$ cat src/design/font_table_directory_checker_core_assert.svh
// ----------------------------------------------------------------------------
// Font table directory checker - assertion macros
// Concurrent checks on clk, disabled while rst_n is low.
// ----------------------------------------------------------------------------
`ifndef FONT_TABLE_DIRECTORY_CHECKER_CORE_ASSERT_SVH
`define FONT_TABLE_DIRECTORY_CHECKER_CORE_ASSERT_SVH

`ifndef SYNTHESIS

// Same-cycle implication
`define FTDC_ASSERT_NOW(lbl, ante, cons, msg) \
  lbl: assert property (@(posedge clk) disable iff (!rst_n) (ante) |-> (cons)) \
    else $error(msg);

// Next-cycle implication
`define FTDC_ASSERT_NEXT(lbl, ante, cons, msg) \
  lbl: assert property (@(posedge clk) disable iff (!rst_n) (ante) |=> (cons)) \
    else $error(msg);

`else

`define FTDC_ASSERT_NOW(lbl, ante, cons, msg)
`define FTDC_ASSERT_NEXT(lbl, ante, cons, msg)

`endif

`endif

$ cat src/design/ftdc_pkg.sv
// ----------------------------------------------------------------------------
// ftdc_pkg
// Types, constants and helpers shared by the table directory checker.
// ----------------------------------------------------------------------------
`default_nettype none

package ftdc_pkg;

  localparam int MAX_TABLES = 128;
  localparam int MIN_TABLES = 3;
  localparam int DIR_HEAD   = 12;
  localparam int ENTRY_SIZE = 16;

  // position counter covers the whole directory
  localparam int POS_W = $clog2(DIR_HEAD + ENTRY_SIZE * MAX_TABLES + 1);
  localparam int CNT_W = $clog2(MAX_TABLES + 1);
  localparam int SEL_W = $clog2($clog2(MAX_TABLES + 1));
  localparam int ENT_W = POS_W - 4;

  localparam logic [7:0] TAG_LO = 8'h20;
  localparam logic [7:0] TAG_HI = 8'h7E;

  localparam logic [31:0] TAG_HEAD = 32'h68656164;
  localparam logic [31:0] TAG_CMAP = 32'h636D6170;
  localparam logic [31:0] TAG_GLYF = 32'h676C7966;
  localparam logic [31:0] TAG_CFF  = 32'h43464620;

  localparam logic [3:0] V_ACCEPT    = 4'd0;
  localparam logic [3:0] V_BAD_COUNT = 4'd1;
  localparam logic [3:0] V_BAD_SEL   = 4'd2;
  localparam logic [3:0] V_BAD_RANGE = 4'd3;
  localparam logic [3:0] V_BAD_TAG   = 4'd4;
  localparam logic [3:0] V_OVERLAP   = 4'd5;
  localparam logic [3:0] V_PAST_LIM  = 4'd6;
  localparam logic [3:0] V_NO_REQ    = 4'd7;
  localparam logic [3:0] V_TRUNC     = 4'd8;

  // header field offsets
  localparam logic [POS_W-1:0] P_COUNT_LO = POS_W'(5);
  localparam logic [POS_W-1:0] P_RANGE_LO = POS_W'(7);
  localparam logic [POS_W-1:0] P_SEL_LO   = POS_W'(9);

  // offsets within one directory entry
  localparam logic [3:0] O_TAG_LAST = 4'd3;
  localparam logic [3:0] O_OFS_LAST = 4'd11;
  localparam logic [3:0] O_LEN_LAST = 4'd15;

  typedef struct packed {
    logic [7:0]  byte_value;
    logic        start_flag;
    logic        end_of_data;
    logic [32:0] space_available;
  } in_item_t;

  typedef struct packed {
    logic [3:0]  verdict;
    logic [32:0] end_offset;
  } out_item_t;

  typedef struct packed {
    logic      vld;
    out_item_t item;
  } result_t;

  // floor(log2(n)), capped at 15, zero for n < 2
  function automatic logic [3:0] floor_log2(input logic [15:0] n);
    logic [3:0] s;
    s = 4'd0;
    for (int i = 1; i < 16; i++) begin
      if ((n >> i) != 16'd0) s = 4'(i);
    end
    return s;
  endfunction

endpackage

`default_nettype wire

$ cat src/design/ftdc_in_reg.sv
// ----------------------------------------------------------------------------
// ftdc_in_reg
// Input register: captures one byte transfer per cycle while not stalled.
// ----------------------------------------------------------------------------
`default_nettype none

module ftdc_in_reg
  import ftdc_pkg::*;
(
  input  wire logic     clk,
  input  wire logic     rst_n,
  input  wire logic     in_valid,
  output logic          in_stall,
  input  wire in_item_t in_data,
  input  wire logic     adv,
  output logic          item_vld,
  output in_item_t      item
);

  logic     vld_r;
  logic     vld_nxt;
  in_item_t data_r;

  // holds only while the checker cannot advance
  assign in_stall = vld_r && !adv;
  assign vld_nxt  = in_stall ? vld_r : in_valid;

  always_ff @(posedge clk) begin
    if (!rst_n) begin
      vld_r <= 1'b0;
    end else begin
      vld_r <= vld_nxt;
    end
  end

  always_ff @(posedge clk) begin
    if (!in_stall && in_valid) begin
      data_r <= in_data;
    end
  end

  assign item_vld = vld_r;
  assign item     = data_r;

endmodule

`default_nettype wire

$ cat src/design/ftdc_dir_check.sv
// ----------------------------------------------------------------------------
// ftdc_dir_check
// Candidate state and per-byte directory checks; one byte per cycle while go.
// ----------------------------------------------------------------------------
`default_nettype none

module ftdc_dir_check
  import ftdc_pkg::*;
(
  input  wire logic     clk,
  input  wire logic     rst_n,
  input  wire logic     go,
  input  wire in_item_t item,
  output result_t       res
);

  logic [POS_W-1:0] pos_r,    pos_nxt;
  logic [CNT_W-1:0] cnt_r,    cnt_nxt;
  logic [15:0]      srange_r, srange_nxt;
  logic [SEL_W-1:0] sel_r,    sel_nxt;
  logic [31:0]      shift_r,  shift_nxt;
  logic [31:0]      tstart_r, tstart_nxt;
  logic [32:0]      fend_r,   fend_nxt;
  logic             req_r,    req_nxt;
  logic [32:0]      limit_r,  limit_nxt;
  logic             act_r,    act_nxt;

  logic             start;
  logic             act_cur;
  logic [POS_W-1:0] pos_cur;
  logic [CNT_W-1:0] cnt_cur;
  logic [15:0]      srange_cur;
  logic [SEL_W-1:0] sel_cur;
  logic [31:0]      shift_cur;
  logic [31:0]      tstart_cur;
  logic [32:0]      fend_cur;
  logic             req_cur;
  logic [32:0]      limit_cur;

  logic [POS_W-1:0] rel;
  logic [3:0]       ofs;
  logic [ENT_W-1:0] entry;
  logic [15:0]      half;
  logic [3:0]       lg;
  logic [32:0]      dir_end;
  logic [32:0]      tend;
  logic [32:0]      fend_upd;
  logic             last_entry;
  logic             done;
  logic [3:0]       code;

  // a start byte sees the reset state, with limit from space_available
  assign start      = item.start_flag;
  assign act_cur    = start || act_r;
  assign pos_cur    = start ? '0 : pos_r;
  assign cnt_cur    = start ? '0 : cnt_r;
  assign srange_cur = start ? '0 : srange_r;
  assign sel_cur    = start ? '0 : sel_r;
  assign shift_cur  = start ? '0 : shift_r;
  assign tstart_cur = start ? '0 : tstart_r;
  assign fend_cur   = start ? '0 : fend_r;
  assign req_cur    = start ? 1'b0 : req_r;
  assign limit_cur  = start ? item.space_available : limit_r;

  assign rel        = pos_cur - POS_W'(DIR_HEAD);
  assign ofs        = rel[3:0];
  assign entry      = rel[POS_W-1:4];
  assign half       = shift_nxt[15:0];
  assign lg         = floor_log2(half);
  assign dir_end    = 33'(DIR_HEAD) + (33'(cnt_cur) << 4);
  assign tend       = 33'(tstart_cur) + 33'(shift_nxt);
  assign fend_upd   = (tend > fend_cur) ? tend : fend_cur;
  assign last_entry = ((POS_W + 1)'(entry) + (POS_W + 1)'(1)) >= (POS_W + 1)'(cnt_cur);

  always_comb begin
    pos_nxt    = pos_r;
    cnt_nxt    = cnt_r;
    srange_nxt = srange_r;
    sel_nxt    = sel_r;
    shift_nxt  = {shift_cur[23:0], item.byte_value};
    tstart_nxt = tstart_r;
    fend_nxt   = fend_r;
    req_nxt    = req_r;
    limit_nxt  = limit_r;
    act_nxt    = act_r;
    done       = 1'b0;
    code       = V_ACCEPT;

    if (go && act_cur) begin
      pos_nxt    = pos_cur + POS_W'(1);
      cnt_nxt    = cnt_cur;
      srange_nxt = srange_cur;
      sel_nxt    = sel_cur;
      tstart_nxt = tstart_cur;
      fend_nxt   = fend_cur;
      req_nxt    = req_cur;
      limit_nxt  = limit_cur;
      act_nxt    = 1'b1;

      if (pos_cur == P_COUNT_LO) begin
        if (half < 16'(MIN_TABLES) || half > 16'(MAX_TABLES)) begin
          done = 1'b1;
          code = V_BAD_COUNT;
        end else begin
          cnt_nxt  = half[CNT_W-1:0];
          sel_nxt  = lg[SEL_W-1:0];
          fend_nxt = 33'(DIR_HEAD) + (33'(half) << 4);
        end
      end else if (pos_cur == P_RANGE_LO) begin
        srange_nxt = half;
      end else if (pos_cur == P_SEL_LO) begin
        if (half != 16'(sel_cur)) begin
          done = 1'b1;
          code = V_BAD_SEL;
        end else if (srange_cur != (16'(ENTRY_SIZE) << sel_cur)) begin
          done = 1'b1;
          code = V_BAD_RANGE;
        end
      end else if (pos_cur >= POS_W'(DIR_HEAD)) begin
        if (ofs <= O_TAG_LAST) begin
          if (item.byte_value < TAG_LO || item.byte_value > TAG_HI) begin
            done = 1'b1;
            code = V_BAD_TAG;
          end else if (ofs == O_TAG_LAST) begin
            if (shift_nxt == TAG_HEAD || shift_nxt == TAG_CMAP ||
                shift_nxt == TAG_GLYF || shift_nxt == TAG_CFF) begin
              req_nxt = 1'b1;
            end
          end
        end else if (ofs == O_OFS_LAST) begin
          tstart_nxt = shift_nxt;
          if ({1'b0, shift_nxt} < dir_end) begin
            done = 1'b1;
            code = V_OVERLAP;
          end
        end else if (ofs == O_LEN_LAST) begin
          if (tend > limit_cur) begin
            done = 1'b1;
            code = V_PAST_LIM;
          end else begin
            fend_nxt = fend_upd;
            if (last_entry) begin
              done = 1'b1;
              code = req_cur ? V_ACCEPT : V_NO_REQ;
            end
          end
        end
      end

      if (!done && item.end_of_data) begin
        done = 1'b1;
        code = V_TRUNC;
      end
      if (done) act_nxt = 1'b0;
    end else begin
      shift_nxt = shift_r;
    end
  end

  assign res.vld             = done;
  assign res.item.verdict    = code;
  assign res.item.end_offset = (code == V_ACCEPT) ? fend_upd : 33'd0;

  always_ff @(posedge clk) begin
    if (!rst_n) begin
      pos_r    <= '0;
      cnt_r    <= '0;
      srange_r <= '0;
      sel_r    <= '0;
      shift_r  <= '0;
      tstart_r <= '0;
      fend_r   <= '0;
      req_r    <= 1'b0;
      limit_r  <= '0;
      act_r    <= 1'b0;
    end else begin
      pos_r    <= pos_nxt;
      cnt_r    <= cnt_nxt;
      srange_r <= srange_nxt;
      sel_r    <= sel_nxt;
      shift_r  <= shift_nxt;
      tstart_r <= tstart_nxt;
      fend_r   <= fend_nxt;
      req_r    <= req_nxt;
      limit_r  <= limit_nxt;
      act_r    <= act_nxt;
    end
  end

endmodule

`default_nettype wire

$ cat src/design/ftdc_out_reg.sv
// ----------------------------------------------------------------------------
// ftdc_out_reg
// Verdict output register; holds its transfer while the receiver stalls.
// ----------------------------------------------------------------------------
`default_nettype none

module ftdc_out_reg
  import ftdc_pkg::*;
(
  input  wire logic    clk,
  input  wire logic    rst_n,
  input  wire result_t res,
  output logic         adv,
  output logic         out_valid,
  input  wire logic    out_stall,
  output out_item_t    out_data
);

  logic      vld_r;
  logic      vld_nxt;
  out_item_t data_r;

  assign adv     = !vld_r || !out_stall;
  assign vld_nxt = adv ? res.vld : vld_r;

  always_ff @(posedge clk) begin
    if (!rst_n) begin
      vld_r <= 1'b0;
    end else begin
      vld_r <= vld_nxt;
    end
  end

  always_ff @(posedge clk) begin
    if (adv && res.vld) begin
      data_r <= res.item;
    end
  end

  assign out_valid = vld_r;
  assign out_data  = data_r;

endmodule

`default_nettype wire

$ cat src/design/font_table_directory_checker_core.sv
// ----------------------------------------------------------------------------
// font_table_directory_checker_core
// Streams candidate font bytes and validates the sfnt table directory.
//
// Input channel (in_valid / in_stall / in_data): one byte per transfer, with
// start_flag on offset 0 of a candidate (space_available sampled there) and
// end_of_data on the last byte the source can give. Bytes outside a candidate
// are dropped. A start in mid-candidate abandons the old one silently.
// Result channel (out_valid / out_stall / out_data): one verdict per decided
// candidate, with the furthest table end on acceptance and zero otherwise.
// The deciding byte sits in the input register after its transfer; the verdict
// register loads from it once the checker can advance, and out_valid rises
// with that load. Throughput: one byte per cycle while the output is not
// stalled; all checks for a byte sit between those two registers.
// A stalled verdict holds in the output register and the checker pauses: one
// more byte may be taken into the input register, then in_stall stays high
// until the verdict transfers.
// Reset (synchronous, rst_n low) empties both registers and leaves the
// checker idle, waiting for a start byte.
// ----------------------------------------------------------------------------
`default_nettype none

module font_table_directory_checker_core
  import ftdc_pkg::*;
(
  input  wire logic     clk,
  input  wire logic     rst_n,
  input  wire logic     in_valid,
  output logic          in_stall,
  input  wire in_item_t in_data,
  output logic          out_valid,
  input  wire logic     out_stall,
  output out_item_t     out_data
);

`include "font_table_directory_checker_core_assert.svh"

  logic     adv;
  logic     item_vld;
  in_item_t item;
  result_t  res;

  ftdc_in_reg u_in (
    .clk      (clk),
    .rst_n    (rst_n),
    .in_valid (in_valid),
    .in_stall (in_stall),
    .in_data  (in_data),
    .adv      (adv),
    .item_vld (item_vld),
    .item     (item)
  );

  ftdc_dir_check u_chk (
    .clk   (clk),
    .rst_n (rst_n),
    .go    (item_vld && adv),
    .item  (item),
    .res   (res)
  );

  ftdc_out_reg u_out (
    .clk       (clk),
    .rst_n     (rst_n),
    .res       (res),
    .adv       (adv),
    .out_valid (out_valid),
    .out_stall (out_stall),
    .out_data  (out_data)
  );

  `FTDC_ASSERT_NOW(a_stall_cause, in_stall, out_valid && out_stall, "input stalled without output backpressure")
  `FTDC_ASSERT_NOW(a_reject_zero, out_valid && out_data.verdict != V_ACCEPT, out_data.end_offset == 33'd0, "reject carries nonzero end offset")
  `FTDC_ASSERT_NOW(a_accept_min, out_valid && out_data.verdict == V_ACCEPT, out_data.end_offset >= 33'(DIR_HEAD + ENTRY_SIZE * MIN_TABLES), "accepted end offset below directory end")
  `FTDC_ASSERT_NEXT(a_res_lands, res.vld && adv, out_valid, "decided verdict not registered")

endmodule

`default_nettype wire
$ cat config.mk
export PLATFORM = sky130hd
export DESIGN_NAME = font_table_directory_checker_core
export DESIGN_NICKNAME = d
export VERILOG_FILES = /design/src/design/ftdc_pkg.sv /design/src/design/ftdc_in_reg.sv /design/src/design/ftdc_dir_check.sv /design/src/design/ftdc_out_reg.sv /design/src/design/font_table_directory_checker_core.sv
export VERILOG_INCLUDE_DIRS = /design/src /design/src/design
export SDC_FILE = /design/constraint.sdc
export NUM_CORES = 1
export LEC_CHECK = 0
export BUFFER_PORTS_ARGS = -buffer_cell sky130_fd_sc_hd__clkbuf_2
export CORE_UTILIZATION = 59
export CTS_BUF_LIST = sky130_fd_sc_hd__clkbuf_8
export DETAILED_ROUTE_END_ITERATION = 8
export PLACE_DENSITY = 0.81
export SETUP_SLACK_MARGIN = 0.2
export SKIP_LAST_GASP = 1
export SLEW_MARGIN = 0
export SYNTH_ARGS = -nofsm -noshare
export SYNTH_HDL_FRONTEND = slang
export SYNTH_SLANG_ARGS = --single-unit
$ cat constraint.sdc
create_clock -name clk -period 10.1 [get_ports clk]
set_input_delay 1.01 -clock clk [delete_from_list [all_inputs] [get_ports clk]]
set_output_delay 1.01 -clock clk [all_outputs]
set_load 0.05 [all_outputs]
==> results.py <==
metrics = {
    "setup_path": {
        "r2r_end": "u_chk.fend_r[18]",
        "rr_startpoint": "u_in.item[34]",
        "crit_slowest_cell": "o211ai_1",
        "cpPeakStageDelay_ps": 600,
        "path_max_fanout": 18,
        "cp-end-kind": "register",
        "cp.arrival_ps": 8580,
        "rrSetupSlack_ps": 1980,
        "worstSetupPathType": "register to register",
        "cp-start-kind": "register",
        "startpoint": "u_in.item[34]",
        "crit_end": "u_chk.fend_r[18]",
        "required_ps": 10560,
        "r2r.worst_path.cells": 28,
    },
    "synth": {
        "synthAdderAreaFrac_pct": 9.68,
        "synthTopCellsByArea": "dfxtp_1 22%, edfxtp_1 16%, ha_1 9.5%",
        "synth_flop_cell": "dfxtp_1",
        "syn_inst": 1739,
        "yosysWarnings": 0,
        "syn_nets": 1904,
        "async_flop_share_pct": 0,
        "synth_top_family_by_area": "compound AO/OA/AOI/OAI gates",
        "synth-simple-area-share_pct": 21.5,
        "synth_edf_count": 80,
        "ys_ff_latch": 253,
        "synth-compound-area-share_pct": 21.6,
        "synth.avg_cell_area_sq_um": 8.88,
        "synth_cell_types": 80,
        "netlist_area_sq_um": 15400,
        "ys_seq_area_share_pct": 38.0,
        "synth_top_area_share_pct": 22.4,
        "synth_mux_area_share_pct": 3.17,
        "synth-xor-area-share_pct": 2.10,
        "synth_largest_area_cell": "dfxtp_1",
    },
    "layout": {
        "area_delta_synth_final_pct": 9.50,
        "layout_common_cells": "175 x nand2_1, 173 x dfxtp_1, 123 x nor2b_1",
        "seqCellArea_sq_um": 5870,
        "layout_commonest_cell": "nand2_1",
        "multi_input_area_sq_um": 9010,
        "drive_above_1_share_pct": 10.9,
        "nets": 1939,
        "antenna_cells": 0,
        "n_fill_cell": 2081,
    },
    "die": {
        "die_height_um": 164,
        "row_count": 58,
        "die_x_um": 164,
        "core_area_sq_um": 25400,
        "io_pins": 86,
        "start_util_pct": 60.8,
        "dieArea_sq_um": 26800,
    },
    "clock_tree": {
        "h-tree-depth": 2,
        "path_clk_slew_ps": 60,
        "cts-root-buf": "clkbuf_8",
        "cts-resized-gates": 0,
        "clockBufferDepth": 3,
        "cts.sinks": 253,
        "cts_hold_buf": 0,
        "clock_latency_ps": 580,
        "cts_buffers": 43,
        "post_cts_buffers": 0,
        "cts_tree": "done",
    },
    "place": {
        "gp_congestion": 1.00,
        "dpl.hpwl_um": 31000,
        "place_ws_ps": 1590,
        "portBuffers": 85,
    },
    "timing": {
        "setup_viol": 0,
        "fmax_mhz": 123,
        "fin_crit_sh_pct": 80.4,
        "final_max_slew_viol_count": 0,
        "tightest_slew_ps": 1250,
        "hold_violations": 0,
        "period_needed_ps": 8120,
        "fin_worst_skew_ps": 17.4,
        "rsz0062_at_grt": "no",
        "setup_slack_ps": 1980,
        "maxSlewHeadroom_pct": 16.7,
        "hold_ws_ps": 462,
        "tns_ps": 0,
    },
    "drt": {
        "drtPass1Iterations": 6,
        "num_vias": 13800,
        "routed_wirelength_um": 43600,
        "ant_nets": 0,
        "wl_per_cell_um": 20.4,
        "drcViolationCount": 0,
        "via_per_inst": 6.44,
        "drt_iter0_markers": 1587,
    },
    "pwr": {
        "p_leak_uw": 0.00741,
        "ir_drop_mv": 0.109,
        "p_per_area_nw_per_um2": 135,
    },
    "grt": {
        "grt_pass1_vias": 13000,
        "grt_pass1_wl_um": 69200,
        "grt_util_all_layers_pct": 32.9,
        "grt_max_degree": 85,
        "overflow": 0,
        "antenna_found_initial": 0,
    },
    "outcome": {
        "status": "finished clean",
    },
    "job": {
        "maxCapViolCount": 0,
    },
    "worst_hold_path": {
        "hp-class": "register to register",
    },
}
-- layout make-up --
type	count	area share, %
well taps	330	2.44
clock buffers	49	3.99
multi-input cells	1326	53.3
flip-flops and latches	253	34.7
repair buffers	102	3.29
clock inverters	28	1.23
inverters	48	1.07
-- logic make-up after synthesis --
logic type      after synthesis
xor+xnor                     37
fa+ha+maj                   119
buf+inv                     160
compound gates              479
flops                       253
simple gates                643
mux                          48
-- power breakdown --
part           total, uW  internal [uW]  switching [uW]  leakage [uW]
Clock                956            523             433      0.000515
Sequential          1090           1070            22.2       0.00220
Combinational        224           73.7             151       0.00470
-- synth_stat cells, drive strengths merged, types with 16 or more instances --
| cell type | instances |
|---|---|
| ha | 117 |
| dfxtp | 173 |
| nand3 | 29 |
| nor4 | 19 |
| o211ai | 19 |
| a22oi | 62 |
| nor2b | 124 |
| o211a | 34 |
| and3 | 16 |
| a21oi | 105 |
| and2 | 48 |
| nand2b | 16 |
| nor2 | 107 |
| nor3 | 27 |
| nand4 | 35 |
| inv | 47 |
| nand2 | 176 |
| mux2i | 41 |
| clkbuf | 98 |
| o21ai | 84 |
| xnor2 | 27 |
| a21o | 41 |
| edfxtp | 80 |
-- state kept, by name, summed over array words and instances (netlist names), 3 cells and up --
| name | flops |
|---|---|
| u_chk.cnt_r | 8 |
| u_chk.fend_r | 33 |
| u_chk.limit_r | 33 |
| u_chk.pos_r | 12 |
| u_chk.sel_r | 3 |
| u_chk.shift_r | 32 |
| u_chk.srange_r | 16 |
| u_chk.tstart_r | 32 |
| u_in.item | 43 |
| u_out.out_data | 37 |
-- critical path: cells and delay by family (launching register included) --
kind                       cells  cell delay (ps)
AOI/OAI and AO/OA             15             4740
xor gates and xnor gates       1              320
adders and majority gates      3              740
buffers and inverters          3              490
DFF                            1              440
muxes                          1              320
and+or+nand+nor                5              940
-- how the worst min path moves through the flow --
stage | cells after the start | end | startpoint | slack, ps
2_1_floorplan | 2 | u_chk.fend_r[12] | u_chk.fend_r[12] | 420
3_3_place_gp | 2 | u_chk.fend_r[12] | u_chk.fend_r[12] | 440
3_5_place_dp | 2 | u_chk.fend_r[14] | u_chk.fend_r[14] | 450
4_1_cts | 2 | u_chk.fend_r[14] | u_chk.fend_r[14] | 460
5_1_grt | 2 | u_chk.limit_r[0] | u_chk.limit_r[0] | 480
6_report | 2 | u_chk.limit_r[0] | u_chk.limit_r[0] | 460
-- metrics by stage --
step | util (%) | cells | area, sq um | power [uW]
floorplan | - | 1739 | 15400 | 1270
global placement | 63.1 | 2059 | 16000 | 1330
detailed placement | 63.1 | 2059 | 16000 | 1330
CTS | 66.5 | 2136 | 16900 | 2280
global route | 66.5 | 2136 | 16900 | 2360
finish | 66.5 | 2136 | 16900 | 2280
-- per-layer routing --
metal,GRT usage [%],routed length [um]
met5,0,0
met4,12.1,1310
met3,6.31,3880
met2,51.4,19500
met1,45.1,19000
(Power assumes the default switching activity.)
